### config.mk
export PLATFORM = sky130hd
export DESIGN_NAME = chunked_transfer_stream_decoder_unit
export DESIGN_NICKNAME = d
export VERILOG_FILES = /design/src/sv/ctsd_pkg.sv /design/src/sv/ctsd_parser.sv /design/src/sv/ctsd_skid.sv /design/src/sv/chunked_transfer_stream_decoder_unit.sv
export VERILOG_INCLUDE_DIRS = /design/src /design/src/sv
export SDC_FILE = /design/constraint.sdc
export NUM_CORES = 1
export LEC_CHECK = 0
export ABC_AREA = 1
export BUFFER_PORTS_ARGS = -buffer_cell sky130_fd_sc_hd__buf_2
export CAP_MARGIN = 30
export CORE_MARGIN = 8
export CORE_UTILIZATION = 55
export DETAILED_ROUTE_END_ITERATION = 10
export PLACE_DENSITY = 0.73
export SLEW_MARGIN = 25
export SYNTH_ARGS = -nofsm -noshare
export SYNTH_HDL_FRONTEND = slang
export SYNTH_SLANG_ARGS = --single-unit
### constraint.sdc
create_clock -name clk -period 6.8 [get_ports clk]
set_clock_uncertainty 0.1 [all_clocks]
set_input_delay 0 -clock clk [delete_from_list [all_inputs] [get_ports clk]]
set_output_delay 0 -clock clk [all_outputs]
set_load 0.02 [all_outputs]
### src/sv/chunked_transfer_stream_decoder_unit_defines.svh
// Assertion macros used by the chunked transfer decoder parser.
`ifndef CHUNKED_TRANSFER_STREAM_DECODER_UNIT_DEFINES_SVH
`define CHUNKED_TRANSFER_STREAM_DECODER_UNIT_DEFINES_SVH

// Same-cycle implication, checked outside reset.
`define CTSD_ASSERT_SAME(label, clk, rst_n, cond, expr) \
    label: assert property (@(posedge clk) disable iff (!rst_n) (cond) |-> (expr)) \
        else $error("chunked decoder check failed");

// Next-cycle implication, checked outside reset.
`define CTSD_ASSERT_NEXT(label, clk, rst_n, cond, expr) \
    label: assert property (@(posedge clk) disable iff (!rst_n) (cond) |=> (expr)) \
        else $error("chunked decoder check failed");

`endif

### src/sv/ctsd_pkg.sv
// Shared types, character codes and helper functions of the chunked decoder.
package ctsd_pkg;

    localparam logic [7:0] CHAR_CR = 8'h0D;
    localparam logic [7:0] CHAR_LF = 8'h0A;
    localparam int unsigned HEX_DIGIT_BITS = 4;

    // One decoded result, as it leaves the parser.
    typedef struct packed {
        logic       parse_error;
        logic       body_done;
        logic       out_valid;
        logic [7:0] out_byte;
    } ctsd_result_t;

    // Returns {is_hex, value}; value is zero when the byte is not a hex digit.
    function automatic logic [HEX_DIGIT_BITS:0] hex_decode(input logic [7:0] c);
        logic [7:0] v;
        logic [HEX_DIGIT_BITS:0] r;
        begin
            v = 8'h00;
            r = '0;
            if (c inside {[8'h30:8'h39]})
            begin
                v = c - 8'h30;
                r = {1'b1, v[HEX_DIGIT_BITS-1:0]};
            end
            else if (c inside {[8'h61:8'h66]})
            begin
                v = c - 8'h57;
                r = {1'b1, v[HEX_DIGIT_BITS-1:0]};
            end
            else if (c inside {[8'h41:8'h46]})
            begin
                v = c - 8'h37;
                r = {1'b1, v[HEX_DIGIT_BITS-1:0]};
            end
            return r;
        end
    endfunction

endpackage

### src/sv/ctsd_parser.sv
// Chunk framing state machine: size line parsing, payload count and error tracking.
`include "chunked_transfer_stream_decoder_unit_defines.svh"

module ctsd_parser
    import ctsd_pkg::*;
#(
    parameter int COUNT_WIDTH = 32
)
(
    input  logic         clk,
    input  logic         rst_n,
    input  logic         step,
    input  logic [7:0]   data_byte,
    output ctsd_result_t result
);

    typedef enum logic [2:0] {
        PH_SKIP     = 3'd0,
        PH_SIZE     = 3'd1,
        PH_DATA     = 3'd2,
        PH_DONE     = 3'd3,
        PH_ERR      = 3'd4,
        PH_ERR_DONE = 3'd5
    } phase_t;

    phase_t                   phase_reg, phase_next;
    logic [COUNT_WIDTH-1:0]   remaining_reg, remaining_next;
    logic                     saw_digit_reg, saw_digit_next;
    logic                     digits_ended_reg, digits_ended_next;

    logic [HEX_DIGIT_BITS:0]   hex;
    logic                      is_hex;
    logic [HEX_DIGIT_BITS-1:0] hex_val;
    logic                      is_eol;
    logic [COUNT_WIDTH-1:0]    rem_dec;
    logic [COUNT_WIDTH-1:0]    rem_shift;

    assign hex     = hex_decode(data_byte);
    assign is_hex  = hex[HEX_DIGIT_BITS];
    assign hex_val = hex[HEX_DIGIT_BITS-1:0];
    assign is_eol  = (data_byte == CHAR_CR) || (data_byte == CHAR_LF);
    assign rem_dec = remaining_reg - {{(COUNT_WIDTH-1){1'b0}}, 1'b1};

    // Another digit would push bits off the top, so the count saturates.
    always_comb
    begin
        if (remaining_reg[COUNT_WIDTH-1 -: HEX_DIGIT_BITS] != '0)
            rem_shift = '1;
        else
            rem_shift = {remaining_reg[COUNT_WIDTH-HEX_DIGIT_BITS-1:0], hex_val};
    end

    always_comb
    begin
        phase_next        = phase_reg;
        remaining_next    = remaining_reg;
        saw_digit_next    = saw_digit_reg;
        digits_ended_next = digits_ended_reg;
        result.out_byte   = 8'h00;
        result.out_valid  = 1'b0;
        case (phase_reg)
            PH_SKIP:
            begin
                if (!is_eol)
                begin
                    phase_next = PH_SIZE;
                    if (is_hex)
                    begin
                        remaining_next    = {{(COUNT_WIDTH-HEX_DIGIT_BITS){1'b0}}, hex_val};
                        saw_digit_next    = 1'b1;
                        digits_ended_next = 1'b0;
                    end
                    else
                    begin
                        remaining_next    = '0;
                        saw_digit_next    = 1'b0;
                        digits_ended_next = 1'b1;
                    end
                end
            end
            PH_SIZE:
            begin
                if (data_byte == CHAR_LF)
                begin
                    if (!saw_digit_reg)
                        phase_next = PH_ERR;
                    else if (remaining_reg == '0)
                        phase_next = PH_DONE;
                    else
                        phase_next = PH_DATA;
                    saw_digit_next    = 1'b0;
                    digits_ended_next = 1'b0;
                end
                else if (is_hex && !digits_ended_reg)
                begin
                    remaining_next = rem_shift;
                    saw_digit_next = 1'b1;
                end
                else
                begin
                    digits_ended_next = 1'b1;
                end
            end
            PH_DATA:
            begin
                result.out_byte  = data_byte;
                result.out_valid = 1'b1;
                remaining_next   = rem_dec;
                if (rem_dec == '0)
                    phase_next = PH_SKIP;
            end
            PH_DONE:
            begin
                if (!is_eol)
                    phase_next = PH_ERR_DONE;
            end
            PH_ERR_DONE:
            begin
                phase_next = PH_ERR_DONE;
            end
            default:
            begin
                phase_next = PH_ERR;
            end
        endcase
        result.body_done   = (phase_next == PH_DONE) || (phase_next == PH_ERR_DONE);
        result.parse_error = (phase_next == PH_ERR) || (phase_next == PH_ERR_DONE);
    end

    always_ff @(posedge clk or negedge rst_n)
    begin
        if (!rst_n)
        begin
            phase_reg        <= PH_SKIP;
            remaining_reg    <= '0;
            saw_digit_reg    <= 1'b0;
            digits_ended_reg <= 1'b0;
        end
        else if (step)
        begin
            phase_reg        <= phase_next;
            remaining_reg    <= remaining_next;
            saw_digit_reg    <= saw_digit_next;
            digits_ended_reg <= digits_ended_next;
        end
    end

    // Errors are sticky until reset.
    `CTSD_ASSERT_NEXT(a_err_sticky, clk, rst_n, phase_reg == PH_ERR, phase_reg == PH_ERR)
    `CTSD_ASSERT_NEXT(a_err_done_sticky, clk, rst_n,
        phase_reg == PH_ERR_DONE, phase_reg == PH_ERR_DONE)
    // The last payload byte of a chunk returns to line-end skipping.
    `CTSD_ASSERT_NEXT(a_chunk_end, clk, rst_n,
        step && phase_reg == PH_DATA && remaining_reg == COUNT_WIDTH'(1),
        phase_reg == PH_SKIP)
    // A size line ending without any digit is a format error.
    `CTSD_ASSERT_NEXT(a_no_digit, clk, rst_n,
        step && phase_reg == PH_SIZE && data_byte == CHAR_LF && !saw_digit_reg,
        phase_reg == PH_ERR)
    // The payload counter is never zero while a chunk is being passed on.
    `CTSD_ASSERT_SAME(a_data_count, clk, rst_n, phase_reg == PH_DATA, remaining_reg != '0)

endmodule

### src/sv/ctsd_skid.sv
// Two-entry output buffer that decouples the result stream from the parser.
module ctsd_skid
    import ctsd_pkg::*;
(
    input  logic         clk,
    input  logic         rst_n,
    input  logic         in_valid,
    output logic         in_ready,
    input  ctsd_result_t in_data,
    output logic         out_valid,
    input  logic         out_ready,
    output ctsd_result_t out_data
);

    logic         main_valid_reg;
    logic         skid_valid_reg;
    ctsd_result_t main_data_reg;
    ctsd_result_t skid_data_reg;

    // Ready depends only on a register, so no path runs from out_ready to in_ready.
    assign in_ready  = !skid_valid_reg;
    assign out_valid = main_valid_reg;
    assign out_data  = main_data_reg;

    always_ff @(posedge clk or negedge rst_n)
    begin
        if (!rst_n)
        begin
            main_valid_reg <= 1'b0;
            skid_valid_reg <= 1'b0;
        end
        else if (!main_valid_reg || out_ready)
        begin
            if (skid_valid_reg)
            begin
                main_valid_reg <= 1'b1;
                skid_valid_reg <= 1'b0;
            end
            else
            begin
                main_valid_reg <= in_valid;
            end
        end
        else if (in_valid && in_ready)
        begin
            skid_valid_reg <= 1'b1;
        end
    end

    always_ff @(posedge clk)
    begin
        if (!main_valid_reg || out_ready)
        begin
            if (skid_valid_reg)
                main_data_reg <= skid_data_reg;
            else
                main_data_reg <= in_data;
        end
        else if (in_valid && in_ready)
        begin
            skid_data_reg <= in_data;
        end
    end

endmodule

### src/sv/chunked_transfer_stream_decoder_unit.sv
// Throughput: one byte per cycle while the master side keeps taking results; the parser state
// and counter update together at each step. The parser steps only while the request register
// holds a byte and the two-entry output buffer has room.
// Reset (rst_n low, asynchronous) returns the parser to line-end skipping with a zero count,
// and empties the request register and the output buffer.
module chunked_transfer_stream_decoder_unit
    import ctsd_pkg::*;
#(
    parameter int COUNT_WIDTH = 32
)
(
    input  logic       clk,
    input  logic       rst_n,
    input  logic       s_tvalid,
    output logic       s_tready,
    input  logic [7:0] s_tdata,   // [7:0] data_byte
    output logic       m_tvalid,
    input  logic       m_tready,
    output logic [7:0] m_tdata,   // [7:0] out_byte
    output logic [2:0] m_tuser    // [0] out_valid, [1] body_done, [2] parse_error
);

    // Request register: holds one raw byte in front of the parser.
    logic         req_valid_reg;
    logic [7:0]   req_byte_reg;

    logic         buf_ready;
    logic         step;
    ctsd_result_t parsed;
    ctsd_result_t out_res;

    // The parser takes the held byte whenever the output buffer has room.
    // Because the buffer's ready comes straight from a register, a fresh request
    // can be taken in the same cycle as the held one moves on.
    assign step     = req_valid_reg && buf_ready;
    assign s_tready = !req_valid_reg || buf_ready;

    always_ff @(posedge clk or negedge rst_n)
    begin
        if (!rst_n)
        begin
            req_valid_reg <= 1'b0;
        end
        else if (s_tready)
        begin
            req_valid_reg <= s_tvalid;
        end
    end

    always_ff @(posedge clk)
    begin
        if (s_tready && s_tvalid)
        begin
            req_byte_reg <= s_tdata;
        end
    end

    // Framing state machine: one step per byte.
    ctsd_parser #(
        .COUNT_WIDTH (COUNT_WIDTH)
    ) u_parser (
        .clk       (clk),
        .rst_n     (rst_n),
        .step      (step),
        .data_byte (req_byte_reg),
        .result    (parsed)
    );

    // Output buffer: a stalled master side never stops the parser while a
    // spare entry remains.
    ctsd_skid u_skid (
        .clk       (clk),
        .rst_n     (rst_n),
        .in_valid  (req_valid_reg),
        .in_ready  (buf_ready),
        .in_data   (parsed),
        .out_valid (m_tvalid),
        .out_ready (m_tready),
        .out_data  (out_res)
    );

    assign m_tdata = out_res.out_byte;
    assign m_tuser = {out_res.parse_error, out_res.body_done, out_res.out_valid};

endmodule

==> results.yml <==
drt:
  drtIter0Drc: 343
  dr_vias: 4186
  wl_per_cell_microns: 14.7
  route.antenna.remaining_nets: 0
  detailedRoute.firstPassIterationCount: 5
  routed_vias_inst: 5.50
  postRouteWirelength_mm: 11.2
  post-route-drc-count: 0
clocking:
  ctsHtreeMaxLevel: 3
  cts-root-buf: "clkbuf_8"
  clkSinkCount: 70
  cts_made_buffers: 9
  clk_pin_slew_ns: 0.08
  ctsLongestPathBuffers: 2
  worstSkewPairLatency_ns: 0.35
  cts_tree: "done"
global_routing:
  grt_first_pass_wirelength_mm: 19.0
  globalRoute.totalOverflow: 0
  grt_antenna_before_repair: 0
  largest_net_degree_at_the_start_of_global_routing: 43
  grt_pass1_vias: 3954
  globalRouteTotalUtil_pct: 20.7
sta:
  rsz_0062_raised_after_global_routing: "no"
  worst_slew_margin_rel_pct: 34.9
  final.min_clock_period_ns: 3.14
  maxSlewViolCount: 0
  max_slew.worst_pin.slew_ns: 0.973
  fmaxAchievable_mhz: 318
  post-route-period-util_pct: 46.2
  total_of_endpoints_with_negative_setup_slack_in_the_final_report: 0
  hold_viol_final: 0
  fin_tns_setup_ns: 0
worst_setup_path:
  worstSetupPathType: "flip-flop to flip-flop"
  timing.critical_path.to_type: "flip-flop"
  timing.critical_path.from_type: "flip-flop"
  timing.critical_path.required_ns: 6.92
  crit_path_max_fanout: 42
  cp.arrival_ns: 3.27
  reg2reg_setup_slack_ns: 3.66
synthesis:
  synth_fp_nets: 641
  synth_top_cell_by_area: "dfrtp_1"
  syn-mean-instance-area_sq_um: 7.17
  synth_largest_type_area_fraction_pct: 22.4
  yosys_register_bits: 70
  yosysWarningCount: 0
  synth_area_leaders: "dfrtp_1 (22%), edfxtp_1 (20%), nand2_1 (16%), nor2_1 (7.8%), o21ai_0 (5.8%)"
  ys_types: 38
  synth_cells: 622
  seq_area_frac_synth_pct: 42.6
  syn_area_sq_um: 4460
placement:
  numPortBuffers: 24
  place.detailed.instances: 735
  dp_wirelength_mm: 7.85
  gp_congestion: 0.935
job:
  maxCapViolations: 0
finish:
  fillers: 705
  layout_cell_share_with_drive_strength_beyond_1_pct: 10.7
  num_antenna_cells: 0
  layout-area-overhead-vs-synth_pct: 12.0
  finalNetCount: 670
  stdcell_count: 761
  largest_register_ff_count: 32
die:
  core_area_sq_um: 8050
  design.die.area_sq_um: 11200
  initial_core_util_pct: 55.4
  dieHeight_microns: 106
  fp-row-count: 33
  boundaryPins: 25
  fp.dieW_microns: 106
min_path:
  hp-class: "input pin to asynchronous set/reset pin"
pwr:
  ir_worst_vdd_mv: 0.221
  power.density_cell_area_nw_per_um2: 438
  leakagePower_nw: 2.32
run_status:
  run_status: "complete, no violations"
## path summary, 6_finish.rpt
path,start,to,cells after the start
setup / recovery,req_byte_reg[1],u_parser.remaining_reg[28],13
hold / removal,rst_n,req_valid_reg,2
setup reg to reg,req_byte_reg[1],u_parser.remaining_reg[28],13
hold reg to reg,u_skid.skid_data_reg[6],u_skid.out_data[6],2
max in group asynchronous,rst_n,u_parser.remaining_reg[1],2
min in group clk,m_tready,u_skid.skid_valid_reg,4
## per-stage QoR
| stage | total power (W) | instance area (sq um) | hold slack [ns] | util, % | setup WS, ns |
|---|---|---|---|---|---|
| after global routing | 0.00237 | 4990 | 0.146 | 62.0 | 3.30 |
| after detailed placement | 0.00175 | 4650 | 0.0782 | 57.7 | 3.79 |
| after CTS | 0.00218 | 4990 | 0.186 | 62.0 | 3.73 |
| final | 0.00219 | 4990 | 0.0910 | 62.0 | 3.66 |
| after floorplan | 0.00151 | 4460 | -0.396 | - | 4.62 |
| after global placement | 0.00173 | 4650 | 0.0776 | 57.7 | 3.92 |
## cell usage after synthesis
cell,number
o2111ai_2,1
nand3_2,1
nor3_1,4
clkinv_1,1
inv_2,4
a22oi_1,5
buf_2,6
o21ai_1,11
buf_4,1
nor2_8,2
a21oi_1,20
o22ai_1,1
o21a_1,1
a31oi_1,9
ha_1,7
o32ai_1,1
nor4_1,3
o211ai_1,2
nand2_1,185
o21ai_2,1
nand4_1,10
nor3b_1,1
nor2_2,7
nor2_1,93
nand2_4,3
nor2_4,3
nand3_1,24
edfxtp_1,30
xor2_1,6
nand2_2,5
o21ai_0,52
and2_1,1
o31ai_1,1
a41oi_1,1
inv_1,67
clkbuf_1,11
dfrtp_1,40
nor3_2,1
## per-layer routing
layer	vias up	GRT usage, %	wire [microns]
met5	-	0	0
met1	1959	27.4	5190
met3	18	3.69	629
met2	130	33.5	5170
met4	0	6.93	185
li1	2079	-	-
## critical path: stages (launching register included)
cell	delay, ns
edfxtp_1	0.42
inv_1	0.16
ha_1	0.24
nor2_1	0.06
o21ai_1	0.12
nand4_1	0.22
nand2_1	0.23
nand2_1	0.11
nand2_1	0.11
nand2_2	0.29
inv_2	0.62
nand2_1	0.10
a21oi_1	0.16
a21oi_1	0.06
## timing repair
action	in CTS	in global routing
endpoints found under the hold margin	49	0
setup buffers	0	0
hold buffers	10	0
gates resized for setup	0	0
## power by group
| group | total, W | internal [W] | switching (W) |
|---|---|---|---|
| Clock | 0.000421 | 0.000246 | 0.000175 |
| Sequential | 0.000734 | 0.000589 | 0.000145 |
| Combinational | 0.00103 | 0.000321 | 0.000713 |
| Total | 0.00219 | 0.00116 | 0.00103 |
## cells in the final DEF, fill, tap and decap left out, drive strengths merged
cell type,instances
dfrtp,40
nand3,25
and2,1
o211ai,2
nand2,193
ha,7
nor3b,1
bufinv,3
a21oi,20
dlygate4sd3,10
buf,26
nor4,3
nor2,105
o21a,1
o32ai,1
edfxtp,30
o22ai,1
a41oi,1
nor3,5
nand4,10
o31ai,1
xor2,6
o21ai,64
inv,73
a31oi,9
clkbuf,9
clkinvlp,1
clkinv,2
a22oi,5
o2111ai,1
## layout make-up
cell class                      count  area (sq um)  area share, %
Clock buffer                        9           124           2.48
Multi-Input combinational cell    462          2210           44.2
Tap cell                          105           131           2.63
Timing Repair Buffer               36           238           4.76
Inverter                           72           270           5.41
Sequential cell                    70          1900           38.1
Clock inverter                      7           120           2.41
## cell families (layout without fill, tap and decap cells)
logic type | after synthesis | in the layout | share of synthesized area [%]
AND/OR/NAND/NOR | 343 | 343 | 33.2
AO/OA/AOI/OAI | 106 | 106 | 13.2
adder cells (fa/ha/maj) | 7 | 7 | 1.96
buffers and inverters | 90 | 124 | 7.83
flip-flops | 70 | 70 | 42.6
XOR/XNOR | 6 | 6 | 1.18
(Power assumes the default switching activity.)
